<file path="src/hw/rtl/csv_pkg.sv">
// shared types and constants for the csv line and field splitter
`timescale 1ns / 1ps
`default_nettype none

package csv_pkg;

   // default field limit per record
   localparam int MaxFieldsDefault = 256;

   // special characters
   localparam logic [7:0] CharQuote = 8'h22;
   localparam logic [7:0] CharComma = 8'h2C;
   localparam logic [7:0] CharCr    = 8'h0D;
   localparam logic [7:0] CharLf    = 8'h0A;
   localparam logic [7:0] CharNul   = 8'h00;

   // parse mode within one field
   typedef enum logic [2:0] {
      MODE_START,
      MODE_UNQUOTED,
      MODE_QUOTED,
      MODE_QUOTE_SEEN,
      MODE_TAIL
   } mode_type;

   // input word
   typedef struct packed {
      logic [7:0] data_byte;
      logic       end_of_input;
   } req_word_type;

   // result word
   typedef struct packed {
      logic [7:0] out_byte;
      logic       has_byte;
      logic [7:0] field_index;
      logic       end_of_field;
      logic       end_of_record;
      logic [8:0] field_count;
   } rsp_word_type;

endpackage

`default_nettype wire

</file>
<file path="src/hw/rtl/csv_line_field_splitter.sv">
// csv line and field splitter top level
//
// Usage: one text byte (or an end-of-input mark) enters per req word; each
// word causes zero or one rsp word: a field byte, an end of field, or an end
// of record with the field count. Lines end with CR, LF or CR LF; quoted
// fields keep commas and fold doubled quotes.
// The rsp word is registered and appears in the cycle after its req word is accepted.
// Throughput: one req word per cycle while req_stall is low; the parse
// state is a handful of registers updated by a single byte decode, so the
// decode never limits the rate below one byte per clock.
// The result register sits between the channels: req_stall rises only when
// a result is waiting and the receiver holds rsp_stall high, so words that
// arrive while no result waits, or as a result drains, are taken at once.
// Reset (synchronous, active high) returns to the start of a fresh line
// and drops any pending result.
// Field index and count saturate at MAX_FIELDS-1 and MAX_FIELDS.
`timescale 1ns / 1ps
`default_nettype none

module csv_line_field_splitter #(
   parameter int MAX_FIELDS = csv_pkg::MaxFieldsDefault
) (
   input  wire                    clock,
   input  wire                    reset,
   input  wire                    req_valid,
   output logic                   req_stall,
   input  csv_pkg::req_word_type  req_word,
   output logic                   rsp_valid,
   input  wire                    rsp_stall,
   output csv_pkg::rsp_word_type  rsp_word
);

   localparam int FieldWidth = $clog2(MAX_FIELDS);
   localparam int ExtWidth   = (FieldWidth + 1 > 9) ? FieldWidth + 1 : 9;
   localparam logic [FieldWidth-1:0] FieldLast = FieldWidth'(MAX_FIELDS - 1);

   // parse state
   csv_pkg::mode_type      mode_ff, mode_in;
   logic                   after_cr_ff, after_cr_in;
   logic                   line_started_ff, line_started_in;
   logic                   has_content_ff, has_content_in;
   logic                   dropping_ff, dropping_in;
   logic [FieldWidth-1:0]  field_ff, field_in;

   // result register
   logic                   rsp_valid_ff, rsp_valid_in;
   csv_pkg::rsp_word_type  rsp_word_ff, rsp_word_in;

   // decode of the accepted word
   logic                   accept;
   logic [7:0]             ch;
   logic                   eoi;
   logic                   lf_skip;
   logic                   is_newline;
   logic                   body;
   logic                   is_nul;
   logic                   proc;
   logic                   close_line;
   logic                   do_emit;
   logic                   do_end_field;
   logic [ExtWidth-1:0]    field_ext;
   logic [ExtWidth-1:0]    count_ext;

   assign accept    = req_valid && !req_stall;
   assign req_stall = rsp_valid_ff && rsp_stall;
   assign rsp_valid = rsp_valid_ff;
   assign rsp_word  = rsp_word_ff;

   // byte classification
   always_comb begin
      ch         = req_word.data_byte;
      eoi        = req_word.end_of_input;
      lf_skip    = !eoi && after_cr_ff && (ch == csv_pkg::CharLf);
      is_newline = !eoi && !lf_skip && ((ch == csv_pkg::CharCr) || (ch == csv_pkg::CharLf));
      body       = !eoi && !lf_skip && !is_newline;
      is_nul     = body && !dropping_ff && (ch == csv_pkg::CharNul);
      proc       = body && !dropping_ff && (ch != csv_pkg::CharNul);
      close_line = (eoi && line_started_ff) || is_newline;
   end

   // field action for a parsed byte
   always_comb begin
      do_emit      = 1'b0;
      do_end_field = 1'b0;
      mode_in      = mode_ff;
      case (mode_ff)
         csv_pkg::MODE_START: begin
            if (ch == csv_pkg::CharQuote) begin
               mode_in = csv_pkg::MODE_QUOTED;
            end else if (ch == csv_pkg::CharComma) begin
               do_end_field = 1'b1;
            end else begin
               mode_in = csv_pkg::MODE_UNQUOTED;
               do_emit = 1'b1;
            end
         end
         csv_pkg::MODE_QUOTED: begin
            if (ch == csv_pkg::CharQuote) begin
               mode_in = csv_pkg::MODE_QUOTE_SEEN;
            end else begin
               do_emit = 1'b1;
            end
         end
         csv_pkg::MODE_QUOTE_SEEN: begin
            if (ch == csv_pkg::CharQuote) begin
               mode_in = csv_pkg::MODE_QUOTED;
               do_emit = 1'b1;
            end else if (ch == csv_pkg::CharComma) begin
               do_end_field = 1'b1;
            end else begin
               mode_in = csv_pkg::MODE_TAIL;
               do_emit = 1'b1;
            end
         end
         default: begin
            if (ch == csv_pkg::CharComma) begin
               do_end_field = 1'b1;
            end else begin
               do_emit = 1'b1;
            end
         end
      endcase
      if (do_end_field) begin
         mode_in = csv_pkg::MODE_START;
      end
   end

   // next parse state
   always_comb begin
      after_cr_in     = after_cr_ff;
      line_started_in = line_started_ff;
      has_content_in  = has_content_ff;
      dropping_in     = dropping_ff;
      field_in        = field_ff;
      if (accept) begin
         after_cr_in = is_newline && (ch == csv_pkg::CharCr);
         if (eoi || is_newline) begin
            line_started_in = 1'b0;
            has_content_in  = 1'b0;
            dropping_in     = 1'b0;
            field_in        = '0;
         end else if (body) begin
            line_started_in = 1'b1;
            if (is_nul) begin
               dropping_in = 1'b1;
            end
            if (proc) begin
               has_content_in = 1'b1;
               if (do_end_field && (field_ff != FieldLast)) begin
                  field_in = field_ff + 1'b1;
               end
            end
         end
      end
   end

   // result word
   always_comb begin
      field_ext   = ExtWidth'(field_ff);
      count_ext   = field_ext + ExtWidth'(1);
      rsp_word_in = '0;
      if (close_line) begin
         rsp_word_in.end_of_record = 1'b1;
         if (has_content_ff) begin
            rsp_word_in.end_of_field = 1'b1;
            rsp_word_in.field_index  = field_ext[7:0];
            rsp_word_in.field_count  = count_ext[8:0];
         end
      end else if (proc && do_emit) begin
         rsp_word_in.out_byte    = ch;
         rsp_word_in.has_byte    = 1'b1;
         rsp_word_in.field_index = field_ext[7:0];
      end else if (proc && do_end_field) begin
         rsp_word_in.end_of_field = 1'b1;
         rsp_word_in.field_index  = field_ext[7:0];
      end
   end

   // result register load and drain
   always_comb begin
      rsp_valid_in = rsp_valid_ff && rsp_stall;
      if (accept && (close_line || (proc && (do_emit || do_end_field)))) begin
         rsp_valid_in = 1'b1;
      end
   end

   // control registers
   always_ff @(posedge clock) begin
      if (reset) begin
         mode_ff         <= csv_pkg::MODE_START;
         after_cr_ff     <= 1'b0;
         line_started_ff <= 1'b0;
         has_content_ff  <= 1'b0;
         dropping_ff     <= 1'b0;
         field_ff        <= '0;
         rsp_valid_ff    <= 1'b0;
      end else begin
         if (accept) begin
            if (eoi || is_newline) begin
               mode_ff <= csv_pkg::MODE_START;
            end else if (proc) begin
               mode_ff <= mode_in;
            end
         end
         after_cr_ff     <= after_cr_in;
         line_started_ff <= line_started_in;
         has_content_ff  <= has_content_in;
         dropping_ff     <= dropping_in;
         field_ff        <= field_in;
         rsp_valid_ff    <= rsp_valid_in;
      end
   end

   // result payload
   always_ff @(posedge clock) begin
      if (!(rsp_valid_ff && rsp_stall)) begin
         rsp_word_ff <= rsp_word_in;
      end
   end

   // a line end leaves a fresh line behind
   assert property (@(posedge clock) disable iff (reset)
      accept && is_newline |=> (mode_ff == csv_pkg::MODE_START) && (field_ff == '0)
         && !line_started_ff && !dropping_ff)
      else $error("line end did not reset line state");

   // a field byte never carries an end mark
   assert property (@(posedge clock) disable iff (reset)
      rsp_valid_ff && rsp_word_ff.has_byte |-> !rsp_word_ff.end_of_field
         && !rsp_word_ff.end_of_record)
      else $error("field byte with end mark");

   // dropping after nul only inside a started line
   assert property (@(posedge clock) disable iff (reset)
      dropping_ff |-> line_started_ff)
      else $error("nul drop outside a line");

   // input held off only by a waiting result
   assert property (@(posedge clock) disable iff (reset)
      req_stall |-> rsp_valid_ff && rsp_stall)
      else $error("input stalled without a pending result");

endmodule

`default_nettype wire

</file>
<file path="config.mk">
export PLATFORM = sky130hd
export DESIGN_NAME = csv_line_field_splitter
export DESIGN_NICKNAME = d
export VERILOG_FILES = /design/src/hw/rtl/csv_pkg.sv /design/src/hw/rtl/csv_line_field_splitter.sv
export SDC_FILE = /design/constraint.sdc
export NUM_CORES = 1
export LEC_CHECK = 0
export BUFFER_PORTS_ARGS = -buffer_cell sky130_fd_sc_hd__buf_2
export CAP_MARGIN = 15
export CORE_MARGIN = 2
export CORE_UTILIZATION = 54
export DETAILED_ROUTE_END_ITERATION = 10
export HOLD_SLACK_MARGIN = 0.08
export PLACE_DENSITY = 0.84
export REMOVE_ABC_BUFFERS = 1
export SYNTH_ARGS = -nofsm -noshare
export SYNTH_HDL_FRONTEND = slang
export SYNTH_SLANG_ARGS = --single-unit
</file>
<file path="constraint.sdc">
create_clock -name clock -period 2.82 [get_ports clock]
set_input_delay 0.141 -clock clock [delete_from_list [all_inputs] [get_ports clock]]
set_output_delay 0.141 -clock clock [all_outputs]
set_load 0.005 [all_outputs]
</file>
==> flow_summary.yaml, run 1 <==
cts:
  clock_latency_ps: 290
  postCtsSetupRepairBufs: 0
  cts-root-buf: "clkbuf_8"
  htreeDepth: 2
  cts_buffers: 5
  cts_hold_buffers: 0
  tritoncts: "yes"
  postCtsResizedCells: 0
  clockBufferDepth: 2
  clock-sinks: 44
  clkTransAtPathRegs_ps: 80
die:
  die_area_sq_um: 4510
  die_w_um: 67.1
  initial_utilization: 0.575
  io_pins: 43
  die_y_um: 67.1
  num_rows: 22
  coreArea_sq_um: 3740
global_routing:
  grt_usage: 0.213
  grt_first_pass_wirelength_um: 7020
  met3_usage: 0.0550
  grt_use_met2: 0.335
  gr-total-overflow: 0
  grt_use_met1: 0.279
  first_global_vias: 1541
  grt.busiest_layer: "met2"
  antenna_found_initial: 0
  grt_max_degree: 30
drt:
  wire_per_inst_um: 15.1
  firstDrtPassIters: 5
  ant_nets: 0
  post_drt_via_cell_ratio: 5.89
  drtIter0Drc: 143
  vias: 1679
  wl_um: 4300
  drc: 0
setup_path:
  ff2ff_setup_slack_ps: 890
  worstPathArrival_ps: 2090
  rr_startpoint: "after_cr_ff"
  worstSetupStartpointType: "flop"
  worst-path-max-fanout: 11
  reg2regPathDepth: 5
  critical_path_class: "flop to flop"
  worstSetupEndpointType: "flop"
  cp.required_ps: 2990
  r2r_end: "rsp_word[18]"
worst_hold_path:
  min_from: "reset"
  min_path_cells: 2
  holdPathEnd: "after_cr_ff"
  hold_path_class: "primary input to flop"
run_status:
  status: "complete, no violations"
logic_synthesis:
  synthCells: 189
  syn_avg_cell_area_sq_um: 11.4
  synth-seq-area-share: 0.540
  synth-seq-cells: 44
  synth-edff-count: 28
  synth_area_sq_um: 2150
  ys_warn_count: 0
  async_flop_share: 0
  synth_cell_type_count: 59
  ys.flop_type: "edfxtp_1"
timing:
  min_period_ps: 1930
  drv_slew: 0
  setup_viol: 0
  setup_tns_ps: 0
  worst_slack_ps: 893
  hold_ws_ps: 146
  worst_slew_pin_slew_ps: 676
  maxSlewHeadroom: 0.544
  finalHoldViolCount: 0
  period_share: 0.683
  fmax_mhz: 519
  rsz0062_at_grt: "false"
  skew_ps: 6.09
run:
  cap_violations: 0
finish:
  instances_no_fill: 285
  final_nets: 250
  drive_gt1_frac: 0.295
  synthToLayoutAreaGrowth_pct: 18.0
  num_antenna_cells: 0
  design_area_sq_um: 2540
  final_util: 0.678
pwr:
  power.leakage_nw: 1.07
  power_mw: 1.31
  power_density_nw_per_um2: 517
  vdd_drop_max_mv: 0.302
placement:
  dp_cells: 277
  dp_hpwl_um: 3190
  placed_area_sq_um: 2420
  place_congestion: 0.869
  dp_worst_setup_slack_ps: 768
  port_buffers: 42
cell families after synthesis:
logic type,share of synthesized area
xor+xnor,0.0163
mux,0.00465
fa+ha+maj,0.00581
flops,0.540
buf+inv,0.0180
simple gates,0.253
compound gates,0.162
registers in the layout, indices dropped and copies added, names as in the netlist:
signal and flops:
after_cr_ff 1, dropping_ff 1, field_ff 8, has_content_ff 1, line_started_ff 1, mode_ff 3
rsp_valid 1, rsp_word 28
cell usage in the layout (no fill, tap or decap), types with 2 or more instances in the layout:
cell type and n:
nor3_1 2, buf_2 42, nand3_1 8, nand2_1 11
nor2b_1 2, a21oi_1 8, a21bo_2 2, a31oi_1 2
or3_1 2, o211ai_1 4, clkbuf_8 6, xnor2_1 2
o21ai_0 4, a41oi_1 2, a21o_1 2, dfxtp_1 16
edfxtp_1 28, nand2b_1 3, nor4b_1 2, xor2_1 2
nand4_1 2, o21ba_2 2, buf_4 2, and3_1 3
and2_1 18, inv_1 5, o2bb2ai_1 6, nor2_1 17
per-layer routing:
| layer | wire length (um) | up-vias |
|---|---|---|
| met5 | 0 | - |
| met4 | 64 | 0 |
| met3 | 361 | 4 |
| met2 | 2070 | 71 |
| met1 | 1810 | 797 |
| li1 | - | 807 |
where the power goes:
group / switching [mW] / internal [mW]
Sequential: 0.00631 / 0.705
Combinational: 0.0645 / 0.0462
Clock: 0.202 / 0.289
cell type report:
cell class                      count  area, sq um
Multi-Input combinational cell    136          952
Sequential cell                    44         1160
Tap cell                           48         60.1
Fill cell                         298         1200
Clock inverter                      2         38.8
Timing Repair Buffer               44          225
Inverter                            5         18.8
Clock buffer                        6         82.6
critical path, stage by stage, from the launching register on:
cell	delay (ps)
dfxtp_1	330
nor4b_1	420
o2111ai_1	180
a21bo_2	350
o21ai_0	300
and2_1	220
worst max path at each step:
stage | cells after the start | endpoint | from | slack (ps)
6_report | 5 | rsp_word[18] | after_cr_ff | 890
5_1_grt | 5 | rsp_word[12] | after_cr_ff | 730
3_5_place_dp | 6 | rsp_word[18] | req_word[8] | 770
3_3_place_gp | 5 | rsp_word[12] | req_word[8] | 830
4_1_cts | 5 | rsp_word[18] | after_cr_ff | 900
2_1_floorplan | 5 | field_ff[2] | rsp_valid | 750
Yosys cell counts, drive strengths merged, types with 3 or more instances:
cell / instances / area (sq um)
nand2b: 3 / 18.8
edfxtp: 28 / 841
nand3: 8 / 40.0
buf: 3 / 16.3
nor3: 4 / 36.3
dfxtp: 16 / 320
a21oi: 8 / 40.0
nor2: 17 / 63.8
inv: 5 / 18.8
o21ai: 5 / 25.0
o211ai: 4 / 30.0
o2bb2ai: 6 / 52.6
and2: 19 / 120
nor4b: 4 / 56.3
nand2: 11 / 41.3
and3: 3 / 18.8
Power figures use the tool's default switching activity.
==> run 2, diff against run 1 <==
CORE_UTILIZATION = 49   (was 54)
PLACE_DENSITY = 0.8   (was 0.84)
clock period = 1.65 ns   (was 2.82 ns; I/O delays follow)
==> flow_summary.yaml, run 2 (synthesis results as in run 1) <==
worst_hold_path:
  min_from: "req_word[4]"
  hold_path_class: "primary input to flop"
placement:
  placed_area_sq_um: 2660
  place_congestion: 0.935
  dp_hpwl_um: 3470
  port_buffers: 42
  dp_cells: 313
  dp_worst_setup_slack_ps: -194
die:
  io_pins: 43
  die_y_um: 70.3
  die_w_um: 70.3
  coreArea_sq_um: 4290
  initial_utilization: 0.501
  die_area_sq_um: 4940
  num_rows: 24
timing:
  setup_tns_ps: -369
  setup_viol: 12
  rsz0062_at_grt: "true"
  worst_slew_pin_slew_ps: 499
  period_share: 1.05
  skew_ps: 8.89
  finalHoldViolCount: 0
  drv_slew: 0
  min_period_ps: 1730
  hold_ws_ps: 138
  maxSlewHeadroom: 0.665
  fmax_mhz: 577
  worst_slack_ps: -83.9
finish:
  multiInputGateArea_sq_um: 1070
  final_common_cell: "buf_2"
  largest_reg_flops: 28
  design_area_sq_um: 2920
  nFillCells: 298
  drive_gt1_frac: 0.458
  final_nets: 288
  seq_area_sq_um: 1160
  final_cell_mix: "buf_2, buf_4, edfxtp_1"
  final_util: 0.680
  instances_no_fill: 327
  num_antenna_cells: 0
  synthToLayoutAreaGrowth_pct: 35.8
drt:
  drc: 0
  wl_um: 5680
  vias: 1950
  drtIter0Drc: 316
  post_drt_via_cell_ratio: 5.96
  highest_layer: "met4"
  wl_met3_um: 430
  drt-met1-wl_um: 2340
  wire_per_inst_um: 17.4
  wl_met2_um: 2760
  firstDrtPassIters: 5
  ant_nets: 0
cts:
  tritoncts: "yes"
  clkTransAtPathRegs_ps: 90
  cts_buffers: 5
  clockBufferDepth: 2
  clock-sinks: 44
  clock_latency_ps: 300
  cts-root-buf: "clkbuf_8"
  htreeDepth: 2
setup_path:
  cp.required_ps: 1780
  crit_chain: "nor4b_4, o2111ai_2, a21bo_2, buf_4, a21oi_1"
  worst-path-max-fanout: 10
  worstSetupStartpointType: "flop"
  worstPathArrival_ps: 1860
  worstSetupEndpointType: "flop"
  rr_startpoint: "after_cr_ff"
  critical_path_class: "flop to flop"
  crit_slowest_cell: "dfxtp_2"
  path_delay_family: "compound AO/OA/AOI/OAI gates"
  slowest_delay_ps: 360
  cp_num_buf_inv: 1
  crit_start: "after_cr_ff"
run_status:
  violations: "setup timing"
  status: "finished with violations"
run:
  cap_violations: 0
pwr:
  power_mw: 2.13
  power_density_nw_per_um2: 729
  power.leakage_nw: 1.29
  vdd_drop_max_mv: 0.380
global_routing:
  first_global_vias: 1663
  grt_max_degree: 29
  gr-total-overflow: 0
  antenna_found_initial: 0
  grt_first_pass_wirelength_um: 7690
  grt_usage: 0.195
run 2: area by class of cell:
| class | instances | share of cell area |
|---|---|---|
| Timing Repair Buffer | 82 | 0.176 |
| Tap cell | 52 | 0.0223 |
| Multi-Input combinational cell | 136 | 0.367 |
| Clock buffer | 5 | 0.0236 |
| Clock inverter | 3 | 0.00642 |
| Sequential cell | 44 | 0.399 |
| Inverter | 5 | 0.00642 |
run 2: layer usage:
metal / up-vias / track usage
li1: 883 / -
met1: 924 / 0.274
met2: 117 / 0.300
met3: 26 / 0.0346
met4: 0 / 0.0769
met5: - / 0
run 2: report_power, final:
part | total (mW) | switching [mW] | leakage [nW] | internal (mW)
Combinational | 0.250 | 0.136 | 0.783 | 0.114
Sequential | 1.22 | 0.00999 | 0.459 | 1.21
Clock | 0.666 | 0.371 | 0.0479 | 0.295
run 2: final timing paths:
kind | slack, ps | depth (start not counted) | to
worst max-delay path | -80 | 5 | rsp_word[7]
worst min-delay path | 140 | 2 | rsp_word[23]
worst max register to register | -80 | 5 | rsp_word[7]
worst min register to register | 470 | 1 | has_content_ff
run 2: timing repair:
item / in CTS / in global routing
resized for setup: 2 / 25
hold endpoints to repair: 1 / 0
hold buffers: 1 / 0
pin swaps: 3 / 11
setup endpoints to repair: 20 / 27
setup buffers: 2 / 3
==> run 3, diff against run 2 <==
CTS_BUF_LIST = sky130_fd_sc_hd__clkbuf_16   (was unset)
SKIP_LAST_GASP = 1   (was unset)
==> flow_summary.yaml, run 3 (synthesis results as in run 1) <==
setup_path:
  reg2regPathDepth: 5
  cp_num_buf_inv: 1
  cp.required_ps: 1820
  worstSetupStartpointType: "flop"
  ff2ff_setup_slack_ps: -30
  rr_startpoint: "mode_ff[1]"
  worstSetupEndpointType: "flop"
  crit_chain: "or2b_1, a211oi_4, nor3_4, buf_4, o41a_2"
  worst-path-max-fanout: 4
  worstPathArrival_ps: 1850
  critical_path_class: "flop to flop"
  path_delay_family: "compound AO/OA/AOI/OAI gates"
  crit_slowest_cell: "a211oi_4"
  r2r_end: "rsp_valid"
  slowest_delay_ps: 370
global_routing:
  first_global_vias: 1747
  grt_first_pass_wirelength_um: 7980
  grt_usage: 0.203
  gr-total-overflow: 0
  antenna_found_initial: 0
  grt_max_degree: 29
drt:
  drtIter0Drc: 250
  drc: 0
  wire_per_inst_um: 18.1
  firstDrtPassIters: 5
  wl_met2_um: 2930
  vias: 2006
  ant_nets: 0
  highest_layer: "met4"
  wl_met3_um: 399
  post_drt_via_cell_ratio: 6.15
  drt-met1-wl_um: 2370
  wl_um: 5900
die:
  num_rows: 24
  initial_utilization: 0.501
  die_area_sq_um: 4940
  io_pins: 43
  die_w_um: 70.3
  die_y_um: 70.3
  coreArea_sq_um: 4290
finish:
  nFillCells: 284
  largest_reg_flops: 28
  synthToLayoutAreaGrowth_pct: 37.7
  final_common_cell: "buf_2"
  final_cell_mix: "buf_2, buf_4, edfxtp_1"
  drive_gt1_frac: 0.460
  final_nets: 287
  design_area_sq_um: 2960
  instances_no_fill: 326
  num_antenna_cells: 0
  multiInputGateArea_sq_um: 1070
  seq_area_sq_um: 1160
  final_util: 0.690
cts:
  cts_hold_buffers: 0
  clock_latency_ps: 290
  clockBufferDepth: 2
  clock-sinks: 44
  clkTransAtPathRegs_ps: 60
  cts_buffers: 5
  tritoncts: "yes"
  cts-root-buf: "clkbuf_16"
  htreeDepth: 2
timing:
  worst_slew_pin_slew_ps: 474
  fmax_mhz: 595
  maxSlewHeadroom: 0.682
  period_share: 1.02
  finalHoldViolCount: 0
  worst_slack_ps: -29.4
  min_period_ps: 1680
  setup_viol: 6
  hold_ws_ps: 128
  skew_ps: 5.11
  rsz0062_at_grt: "true"
  drv_slew: 0
run_status:
  violations: "setup timing"
  status: "finished with violations"
placement:
  place_congestion: 0.935
  dp_hpwl_um: 3470
  dp_worst_setup_slack_ps: -194
  dp_cells: 313
  placed_area_sq_um: 2660
  port_buffers: 42
worst_hold_path:
  hold_path_class: "primary input to flop"
  min_from: "reset"
  holdPathEnd: "line_started_ff"
  min_path_cells: 2
pwr:
  vdd_drop_max_mv: 0.699
  power_density_nw_per_um2: 821
  power.leakage_nw: 1.29
run:
  cap_violations: 0
-- run 3: metrics by stage --
step                power, mW  setup TNS (ps)
finish                   2.43            -109
global route             2.50           -1470
CTS                      2.41               0
detailed placement       1.46           -3210
global placement         1.45           -2580
floorplan                1.33           -1160
-- run 3: timing repair --
item | 4_1_cts | 5_1_grt
pin swaps | 3 | 10
buffers inserted | 2 | 4
gates resized for setup | 2 | 25
endpoints found under the setup margin | 22 | 30
-- run 3: worst max-delay path by stage --
stage	startpoint	to	slack, ps	depth (start not counted)
6_report	mode_ff[1]	rsp_valid	-30	5
5_1_grt	mode_ff[1]	field_ff[6]	-90	7
4_1_cts	field_ff[2]	field_ff[7]	8	5
3_5_place_dp	req_word[1]	rsp_word[21]	-190	6
3_3_place_gp	req_word[1]	rsp_word[21]	-170	6
2_1_floorplan	rsp_valid	field_ff[2]	-420	5
-- run 3: layout make-up --
class                   count  share of cell area
well taps                  52              0.0220
flip-flops and latches     44               0.393
repair buffers             81               0.171
clock buffers               5              0.0422
clock inverters             3             0.00633
inverters                   5             0.00633
multi-input cells         136               0.360
-- run 3: routing by layer --
layer  track usage  vias up
met5             0        -
met4        0.0962        0
met3        0.0274       24
met2         0.318      118
met1         0.279      975
li1              -      889
-- run 3: power by group --
part	leakage (nW)	switching (mW)	internal, mW	total, mW
combinational	0.759	0.135	0.116	0.251
sequential	0.458	0.0103	1.21	1.22
clock	0.0736	0.409	0.557	0.966
total	1.29	0.553	1.88	2.43
